[src/rtl/core/mexp_pkg.sv]
// Shared constants for the modular exponentiation core.
package mexp_pkg;

    localparam int EXP_BITS = 63;                    // exponent bits that take part
    localparam int MOD_W    = 31;
    localparam int BASE_W   = 32;
    localparam int EXP_W    = 63;
    localparam int CNT_W    = $clog2(EXP_BITS + 1);
    localparam int STEP_W   = $clog2(BASE_W);

    localparam logic [MOD_W-1:0] MOD_RESET = 31'd1000000007;

endpackage

[src/rtl/core/mexp_in_if.sv]
// Input channel: base and exponent with valid/ready.
interface mexp_in_if import mexp_pkg::*; ();
    logic              valid;
    logic              ready;
    logic [BASE_W-1:0] base;
    logic [EXP_W-1:0]  exponent;

    modport source (output valid, output base, output exponent, input ready);
    modport sink   (input valid, input base, input exponent, output ready);
endinterface

[src/rtl/core/mexp_out_if.sv]
// Output channel: power with valid/ready.
interface mexp_out_if import mexp_pkg::*; ();
    logic             valid;
    logic             ready;
    logic [MOD_W-1:0] power;

    modport source (output valid, output power, input ready);
    modport sink   (input valid, input power, output ready);
endinterface

[src/rtl/core/modular_exponentiation_core.sv]
// Modular exponentiation core: base^exponent mod modulus by square-and-multiply.
//
// Usage: an item (base, exponent) transfers on i_in when valid and ready are
// both high; the result transfers on o_out the same way. The modulus is
// written through i_cfg_we/i_cfg_data while the core is idle.
// One item is worked at a time: i_in.ready is high only when the sequencer
// is idle. A single bit-serial modular multiplier (one multiplier bit and two
// conditional subtractions per cycle) does all the work: the base is first
// reduced (S_REDUCE), then every exponent bit costs a squaring (S_SQR), a
// multiply (S_MUL) when the bit is set, and a bookkeeping step (S_NEXT).
// A zero exponent or zero modulus skips the multiplier and goes straight
// to the DONE state.
// The result sits in an output register, so the next item may transfer
// while it waits; a finished item holds in the DONE state until the output
// register is free. Reset (synchronous, active low) drops any work and any
// pending result and restores the modulus to 1000000007.
module modular_exponentiation_core import mexp_pkg::*; (
    input  logic             i_clk,
    input  logic             i_rst_n,
    input  logic             i_cfg_we,
    input  logic [MOD_W-1:0] i_cfg_data,
    mexp_in_if.sink          i_in,
    mexp_out_if.source       o_out
);

    typedef enum logic [2:0] {
        S_IDLE,
        S_REDUCE,
        S_SQR,
        S_MUL,
        S_NEXT,
        S_DONE
    } t_state;

    t_state              r_state;
    logic [MOD_W-1:0]    r_mod;
    logic [EXP_BITS-1:0] r_exp;
    logic [CNT_W-1:0]    r_bit_cnt;
    logic [MOD_W-1:0]    r_b;
    logic [MOD_W-1:0]    r_acc;
    logic [MOD_W-1:0]    r_r;
    logic [MOD_W-1:0]    r_mcand;
    logic [BASE_W-1:0]   r_mplier;
    logic [STEP_W-1:0]   r_step;
    logic                r_out_valid;
    logic [MOD_W-1:0]    r_power;

    logic [EXP_BITS-1:0] in_exp;
    logic                in_xfer;
    logic                out_xfer;
    logic [MOD_W:0]      t1;
    logic [MOD_W:0]      t1r;
    logic [MOD_W:0]      t2;
    logic [MOD_W:0]      t2r;
    logic [MOD_W-1:0]    step_res;

    assign in_exp   = i_in.exponent[EXP_BITS-1:0];
    assign in_xfer  = i_in.valid && i_in.ready;
    assign out_xfer = r_out_valid && o_out.ready;

    assign i_in.ready  = (r_state == S_IDLE);
    assign o_out.valid = r_out_valid;
    assign o_out.power = r_power;

    // One step of the interleaved multiplier: r = 2r + bit*mcand, kept below m.
    always_comb begin
        t1       = {r_r, 1'b0};
        t1r      = (t1 >= {1'b0, r_mod}) ? (t1 - {1'b0, r_mod}) : t1;
        t2       = {1'b0, t1r[MOD_W-1:0]}
                   + (r_mplier[BASE_W-1] ? {1'b0, r_mcand} : '0);
        t2r      = (t2 >= {1'b0, r_mod}) ? (t2 - {1'b0, r_mod}) : t2;
        step_res = t2r[MOD_W-1:0];
    end

    always_ff @(posedge i_clk) begin
        if (!i_rst_n) begin
            r_state     <= S_IDLE;
            r_mod       <= MOD_RESET;
            r_out_valid <= 1'b0;
        end else begin
            if (i_cfg_we) begin
                r_mod <= i_cfg_data;
            end
            // the DONE state reloads the output register itself
            if (out_xfer && r_state != S_DONE) begin
                r_out_valid <= 1'b0;
            end

            case (r_state)
                S_IDLE: begin
                    if (in_xfer) begin
                        r_exp <= in_exp;
                        if (in_exp == '0) begin
                            r_acc   <= MOD_W'(1);
                            r_state <= S_DONE;
                        end else if (r_mod == '0) begin
                            r_acc   <= '0;
                            r_state <= S_DONE;
                        end else begin
                            // base mod m as 1 * base, scanning all base bits
                            r_r      <= '0;
                            r_mcand  <= MOD_W'(1);
                            r_mplier <= i_in.base;
                            r_step   <= STEP_W'(BASE_W - 1);
                            r_state  <= S_REDUCE;
                        end
                    end
                end
                S_REDUCE, S_SQR, S_MUL: begin
                    if (r_step == '0) begin
                        r_r      <= '0;
                        r_step   <= STEP_W'(MOD_W - 1);
                        if (r_state == S_REDUCE) begin
                            r_b       <= step_res;
                            r_bit_cnt <= CNT_W'(EXP_BITS);
                            r_acc     <= (r_mod == MOD_W'(1)) ? '0 : MOD_W'(1);
                            r_mcand   <= (r_mod == MOD_W'(1)) ? '0 : MOD_W'(1);
                            r_mplier  <= (r_mod == MOD_W'(1)) ? '0
                                         : {MOD_W'(1), {(BASE_W - MOD_W){1'b0}}};
                            r_state   <= S_SQR;
                        end else if (r_state == S_SQR && r_exp[EXP_BITS-1]) begin
                            r_acc    <= step_res;
                            r_mcand  <= r_b;
                            r_mplier <= {step_res, {(BASE_W - MOD_W){1'b0}}};
                            r_state  <= S_MUL;
                        end else begin
                            r_acc   <= step_res;
                            r_state <= S_NEXT;
                        end
                    end else begin
                        r_r      <= step_res;
                        r_mplier <= {r_mplier[BASE_W-2:0], 1'b0};
                        r_step   <= r_step - 1'b1;
                    end
                end
                S_NEXT: begin
                    r_exp     <= r_exp << 1;
                    r_bit_cnt <= r_bit_cnt - 1'b1;
                    if (r_bit_cnt == CNT_W'(1)) begin
                        r_state <= S_DONE;
                    end else begin
                        r_mcand  <= r_acc;
                        r_mplier <= {r_acc, {(BASE_W - MOD_W){1'b0}}};
                        r_state  <= S_SQR;
                    end
                end
                S_DONE: begin
                    // hold until the output register is free
                    if (!r_out_valid || o_out.ready) begin
                        r_power     <= r_acc;
                        r_out_valid <= 1'b1;
                        r_state     <= S_IDLE;
                    end
                end
                default: begin
                    r_state <= S_IDLE;
                end
            endcase
        end
    end

    a_zero_exp_gives_one: assert property (@(posedge i_clk) disable iff (!i_rst_n)
        (in_xfer && in_exp == '0) |=> (r_state == S_DONE && r_acc == MOD_W'(1)))
        else $error("zero exponent did not yield one");

    a_result_from_done: assert property (@(posedge i_clk) disable iff (!i_rst_n)
        $rose(r_out_valid) |-> $past(r_state) == S_DONE)
        else $error("output valid rose outside the DONE state");

    a_bits_left: assert property (@(posedge i_clk) disable iff (!i_rst_n)
        (r_state == S_SQR || r_state == S_MUL || r_state == S_NEXT) |-> r_bit_cnt != '0)
        else $error("exponent bit counter ran out while working");

endmodule

[src/flat_wrapper.sv]
// flat-port wrapper written by rule: the top's interface ports become plain ports
module modular_exponentiation_core_flat import mexp_pkg::*;
  (i_clk, i_rst_n, i_cfg_we, i_cfg_data, i_in_valid, i_in_base, i_in_exponent, i_in_ready, o_out_valid, o_out_power, o_out_ready);
  mexp_in_if i_in_i ();
  mexp_out_if o_out_i ();
  input  logic i_clk;
  input  logic i_rst_n;
  input  logic i_cfg_we;
  input  logic [MOD_W-1:0] i_cfg_data;
  input wire logic [$bits(i_in_i.valid)-1:0] i_in_valid;
  input wire logic [$bits(i_in_i.base)-1:0] i_in_base;
  input wire logic [$bits(i_in_i.exponent)-1:0] i_in_exponent;
  output wire logic [$bits(i_in_i.ready)-1:0] i_in_ready;
  output wire logic [$bits(o_out_i.valid)-1:0] o_out_valid;
  output wire logic [$bits(o_out_i.power)-1:0] o_out_power;
  input wire logic [$bits(o_out_i.ready)-1:0] o_out_ready;
  assign i_in_i.valid = i_in_valid;
  assign i_in_i.base = i_in_base;
  assign i_in_i.exponent = i_in_exponent;
  assign i_in_ready = i_in_i.ready;
  assign o_out_valid = o_out_i.valid;
  assign o_out_power = o_out_i.power;
  assign o_out_i.ready = o_out_ready;
  modular_exponentiation_core u_core (.i_clk(i_clk), .i_rst_n(i_rst_n), .i_cfg_we(i_cfg_we), .i_cfg_data(i_cfg_data), .i_in(i_in_i), .o_out(o_out_i));
endmodule
[config.mk]
export PLATFORM = sky130hd
export DESIGN_NAME = modular_exponentiation_core_flat
export DESIGN_NICKNAME = d
export VERILOG_FILES = /design/src/rtl/core/mexp_pkg.sv /design/src/rtl/core/mexp_in_if.sv /design/src/rtl/core/mexp_out_if.sv /design/src/rtl/core/modular_exponentiation_core.sv /design/src/flat_wrapper.sv
export SDC_FILE = /design/constraint.sdc
export NUM_CORES = 1
export LEC_CHECK = 0
export BUFFER_PORTS_ARGS = -buffer_cell sky130_fd_sc_hd__buf_2
export CAP_MARGIN = 25
export CORE_MARGIN = 5
export CORE_UTILIZATION = 45
export DETAILED_ROUTE_END_ITERATION = 12
export PLACE_DENSITY_LB_ADDON = 0.1
export SLEW_MARGIN = 10
export SYNTH_ARGS = -nofsm -noshare
export SYNTH_HDL_FRONTEND = slang
export SYNTH_SLANG_ARGS = --single-unit
[constraint.sdc]
create_clock -name i_clk -period 17.57 [get_ports i_clk]
set_input_delay 3.514 -clock i_clk [delete_from_list [all_inputs] [get_ports i_clk]]
set_output_delay 3.514 -clock i_clk [all_outputs]
set_load 0.01 [all_outputs]
======== After elaboration in Yosys (flattened, before gate mapping) ========
Cells that the tools add are included.
word-level totals
  logic and storage cells ................. 115
  flip-flop bits (word level) ............. 296
  input port bits ......................... 131
  output and inout bits ................... 33
operators by class
  mux-type cells .......................... 54
  eq/ne operators ......................... 18
  $lt $le $gt $ge ......................... 2
  reductions and logical operators ........ 24
  add/subtract/negate cells ............... 5
operators by type and width
  cell                   number
  $mux W31               19
  $mux W32               7
  $pmux W63 S2           1
  $pmux W31 S2           2
  $pmux W32 S3           1
  $pmux W31 S3           1
  $ge A32 B31 Y1         2
  $logic_not A63 Y1      1
  $mux W63               1
  $sub A31 B31 Y31       2
  $add A31 B31 Y32       1
  $eq A31 B1 Y1 const B  1
  $logic_not A31 Y1      1
  $mux W3                8
  $mux W5                4
  $mux W6                2
  $pmux W3 S4            1
  $pmux W6 S2            1
  $pmux W5 S2            1
  $reduce_and A5 Y1      2
  $reduce_and A3 Y1      3
  $ne A2 B2 Y1 const B   4
  $reduce_and A4 Y1      2
  $reduce_and A8 Y1      1
  other kinds (21)       34

======== Depth between registers and ports, before layout ========
  depth in word-level cells ............... 9
  gate-level depth with buffers ........... 38
  mapped depth without buffers ............ 35

======== Least setup slack after synthesis ========
Ideal clock, no wire load.
  path kind ............................... register -> register
  start point ............................. register u_core.r_r[0]
  end point ............................... register u_core.r_mplier[25], data pin
  stages on the path, launching flop included .. 35
  period minus slack after synthesis ...... 7.438 ns
  required time ........................... 17.309 ns
  arrival ................................. 7.178 ns
  path buffers ............................ 3
  path slack .............................. 10.132 ns
  setup time .............................. 0.261 ns
  cell sequence ........................... edfxtp_1 > fa_1 > a211oi_1 > nor2_1 > o31a_1 > a211o_1 > a21oi_4 > a21oi_2 > o311ai_4 > nand2_2 > a21boi_4 > buf_6 > mux2_1 > ha_1 > a211oi_1 > nor2_1 > o21ai_1 > o21ai_1 > a31o_2 > nor2b_1 > a31oi_1 > xnor2_1 > ha_1 > clkbuf_1 > a21o_1 > a21o_1 > a21oi_1 > o211ai_1 > nor2_1 > and3_1 > nand2_1 > buf_4 > a31o_2 > a31o_1 > a221o_1
on the way
  longest elaborated chain between the ends .. 9
  elaborated cells on any way between the ends .. 11
  those cells by class .................... add/sub (3); order compare (2); mux (6)
ends and longest elaborated chain
  element                                                    RTL line                            source
  from (decl)                                                modular_exponentiation_core.sv:41   logic [MOD_W-1:0] r_r;
  from (signal assigned)                                     modular_exponentiation_core.sv:131  r_r <= step_res;
  $sub A31 B31 Y31 / $ge A32 B31 Y1 (equally long branches)  modular_exponentiation_core.sv:68   t1r = (t1 >= {1'b0, r_mod}) ? (t1 - {1'b0, r_mod}) : t1;
  $mux W31 (*)                                               modular_exponentiation_core.sv:68
  $add A31 B31 Y32 (*)                                       modular_exponentiation_core.sv:70   + (r_mplier[BASE_W-1] ? {1'b0, r_mcand} : '0);
  $sub A31 B31 Y31 / $ge A32 B31 Y1 (equally long branches)  modular_exponentiation_core.sv:71   t2r = (t2 >= {1'b0, r_mod}) ? (t2 - {1'b0, r_mod}) : t2;
  $mux W31 (*)                                               modular_exponentiation_core.sv:71
  $mux W32 (*)                                               modular_exponentiation_core.sv:121  end else if (r_state == S_SQR && r_exp[EXP_BITS-1]) begin
  $mux W32 (*)                                               modular_exponentiation_core.sv:113  if (r_state == S_REDUCE) begin
  $mux W32 (*)                                               modular_exponentiation_core.sv:110  if (r_step == '0) begin
  $pmux W32 S3 (*)                                           modular_exponentiation_core.sv:89   case (r_state)
  to (signal assigned)                                       modular_exponentiation_core.sv:118  r_mplier <= (r_mod == MOD_W'(1)) ? '0
  to (signal assigned)                                       modular_exponentiation_core.sv:124  r_mplier <= {step_res, {(BASE_W - MOD_W){1'b0}}};
  to (signal assigned)                                       modular_exponentiation_core.sv:132  r_mplier <= {r_mplier[BASE_W-2:0], 1'b0};
  to (decl)                                                  modular_exponentiation_core.sv:43   logic [BASE_W-1:0] r_mplier;
Mark *: on every way between the ends. The rest lies on a longest branch, timed or not. The select of a mux whose other input is x is not followed.
A chain may end at the register's enable or synchronous reset.

======== Worst setup path after layout ========
  start point ............................. register u_core.r_r[0]
  end point ............................... register u_core.r_mplier[4], data pin
Same word-level chain as after synthesis.

==> key figures <==
Clock tree
  – Htree depth: 2
  – CTS resizes: 0
  – CTS Sinks: 296
  – CTS tree: yes
  – Clock Tree Root: clkbuf_16
  – CTS buffer count: 36
  – Post-CTS setup buffers: 0
  – Worst-path clk slew: 60 ps
  – Worst skew pair latency: 560 ps
  – CTS Buffer Depth: 3
  – Post-CTS Hold Fix Bufs: 0

Timing
  – Min Tclk post-route: 9280 ps
  – Final Hold Fails: 0
  – Max-slew violation count: 0
  – Sum Neg Setup Slack: 0 ps
  – Fmax: 108 MHz
  – Slew @ Worst Pin: 1010 ps
  – Worst relative slew slack: 32.4%
  – Final setup fails: 0
  – RSZ-0062 raised after global routing: no
  – Clock Skews: 22.6 ps
  – Final period utilization: 52.8%

Critical path
  – Crit-path leading delay family: compound AO/OA/AOI/OAI gates
  – CP Capture Type: flip-flop
  – Crit path DAT: 9570 ps
  – Slowest Stage Delay on Critical Path: 660 ps
  – Critical Path RT: 17860 ps
  – Worst setup SP type: flip-flop
  – Critical path type: flip-flop to flip-flop
  – WP buf/inv: 2
  – Slowest-stage cell, CP: mux2i_1
  – Crit-path max FO: 31

Global route
  – Vias in the first global route: 14.4k
  – Total GRT Usage: 24.2%
  – Total gr overflow: 0
  – Initial antenna violation count: 12
  – Largest net degree at the start of global routing: 83
  – Global-route wire length before repair: 84600 um

Min path
  – Hold Path Class: flip-flop to flip-flop

Yosys
  – Syn Std Cell Area: 18300 um2
  – Dominant cell type by area after synthesis: edfxtp_1
  – Syn Nets: 2143
  – Synth top area share: 42.8%
  – Mapped Cells: 1913
  – Top FF cell, synth: edfxtp_1
  – Seq/Total Area, Yosys: 46.6%
  – Synth Area per Inst: 9.58 um2
  – Synth warn: 0
  – EDFF count, synth: 261
  – Ys async rst share: 0%
  – Yosys cell types: 81
  – Synth top area cells: edfxtp_1 (43%), nand2_1 (7.1%), ha_1 (6.6%)
  – Yosys reg bits: 296

Floorplan
  – Initial Utilization: 45.2%
  – Number of top-level pins: 164
  – Die Wd: 212 um
  – Core Region: 40600 um2
  – Floorplan row count: 74
  – Chip height: 212 um
  – Die area: 44900 um2

Route
  – Final WL: 55600 um
  – First-pass DRT Iterations: 5
  – Routed wire per std cell: 21.4 um
  – Via Count: 14.9k
  – Initial DRC Count: 1366
  – Via density: 5.74
  – Antenna-violating nets left: 0
  – DR DRC count: 0

Final layout
  – Area Overhead vs Synth: 13.5%
  – Share of cells above drive strength 1: 13.3%
  – Nets: 2265
  – Fill count: 3795

Status
  – Outcome: complete, no violations

Place
  – HPWL Detailed: 41500 um
  – Routability cong.: 0.964
  – Port bufs: 163

Flow run
  – MaxCap Viol Count: 0
-- final cells by class --
cell class | count | area (um2) | share of cell area [%]
Clock inverter | 10 | 61.3 | 0.295
Multi-Input combinational cell | 1438 | 9190 | 44.2
Inverter | 80 | 300 | 1.44
Sequential cell | 296 | 8540 | 41.1
Timing Repair Buffer | 183 | 1010 | 4.86
Clock buffer | 53 | 1010 | 4.84
Tap cell | 532 | 666 | 3.20
Antenna cell | 8 | 20.0 | 0.0963
-- cell families after synthesis --
| group | Yosys count | share of synthesized area [%] |
|---|---|---|
| and+or+nand+nor | 748 | 18.6 |
| adders and majority gates | 99 | 6.88 |
| AOI/OAI and AO/OA | 440 | 16.2 |
| muxes | 68 | 3.91 |
| xor gates and xnor gates | 83 | 3.97 |
| DFF | 296 | 46.6 |
| buffers and inverters | 179 | 3.85 |
-- cell usage in the layout, fill, tap and decap left out, types with 8 or more instances in the layout --
| master | count |
|---|---|
| buf_2 | 163 |
| o21bai_1 | 8 |
| o211ai_1 | 25 |
| buf_4 | 17 |
| dfxtp_1 | 34 |
| a21o_1 | 62 |
| nor3_1 | 18 |
| nor4_1 | 23 |
| xor2_1 | 31 |
| and3_1 | 45 |
| clkbuf_16 | 38 |
| nor2b_1 | 28 |
| diode_2 | 8 |
| mux2_1 | 27 |
| a211oi_1 | 19 |
| o22ai_1 | 18 |
| clkbuf_1 | 15 |
| inv_2 | 9 |
| ha_1 | 96 |
| and2_1 | 38 |
| nand2b_1 | 15 |
| o21ai_1 | 22 |
| a31oi_1 | 18 |
| xnor2_1 | 52 |
| o21ai_0 | 49 |
| mux2i_1 | 39 |
| o21a_1 | 20 |
| inv_1 | 70 |
| a22o_1 | 30 |
| nand3_1 | 22 |
| edfxtp_1 | 261 |
| nand4_1 | 21 |
| a21oi_1 | 107 |
| nand2_1 | 347 |
| nor2_1 | 147 |
-- state kept, by name (all words and copies together) (netlist names) --
name	count
u_core.r_exp	63
u_core.r_mplier	32
u_core.o_out.power	31
u_core.r_acc	31
u_core.r_b	31
u_core.r_mcand	31
u_core.r_mod	31
u_core.r_r	31
u_core.r_bit_cnt	6
u_core.r_step	5
u_core.r_state	3
u_core.o_out.valid	1
-- metal layers --
metal  vias to the layer above  global-route usage (%)  wire length (um)
met5                         -                       0                62
met3                        80                    5.85              4320
li1                       7173                       -                 -
met1                      7207                    35.1             25600
met2                       457                    37.2             24600
met4                        10                    5.33              1090
-- synthesized netlist by cell type, drive strengths merged, types with 20 or more instances --
cell / n
xnor2: 52
and2: 40
o21ai: 71
xor2: 31
a22o: 30
o211ai: 25
edfxtp: 261
a21o: 62
mux2i: 39
ha: 96
nor2: 153
nor4: 24
nor2b: 28
and3: 45
nand4: 21
clkbuf: 86
o21a: 20
nand3: 22
inv: 79
nor3: 20
mux2: 29
a21oi: 111
dfxtp: 35
a211oi: 20
nand2: 350
-- final timing paths --
path	slack [ps]	endpoint	startpoint	depth (start not counted)
hold reg to reg	490	u_core.o_out.power[17]	u_core.r_acc[17]	0
setup / recovery	8290	u_core.r_mplier[4]	u_core.r_r[0]	33
setup reg to reg	8290	u_core.r_mplier[4]	u_core.r_r[0]	33
hold / removal	490	u_core.o_out.power[17]	u_core.r_acc[17]	0
-- worst reg2reg max path, delay by kind of cell (launching register included) --
kind / cells / cell delay (ps)
muxes: 2 / 1080
AOI/OAI and AO/OA: 18 / 3930
xor gates and xnor gates: 1 / 240
and+or+nand+nor: 7 / 1260
DFF: 1 / 480
buffers and inverters: 2 / 790
adders and majority gates: 3 / 1230
-- through the flow --
stage	hold slack [ps]	worst slack [ps]	cell area (um2)	utilization (%)	cells
after floorplan	450	10130	18300	-	1913
after global placement	465	8630	19600	48.4	2526
after detailed placement	478	8410	19700	48.5	2528
after CTS	486	8320	20700	51.2	2591
after global routing	503	7670	20800	51.2	2594
final	489	8290	20800	51.3	2600
Power is not shown: default switching activity piles up to over one toggle a cycle in this logic, so the estimate is an artifact.
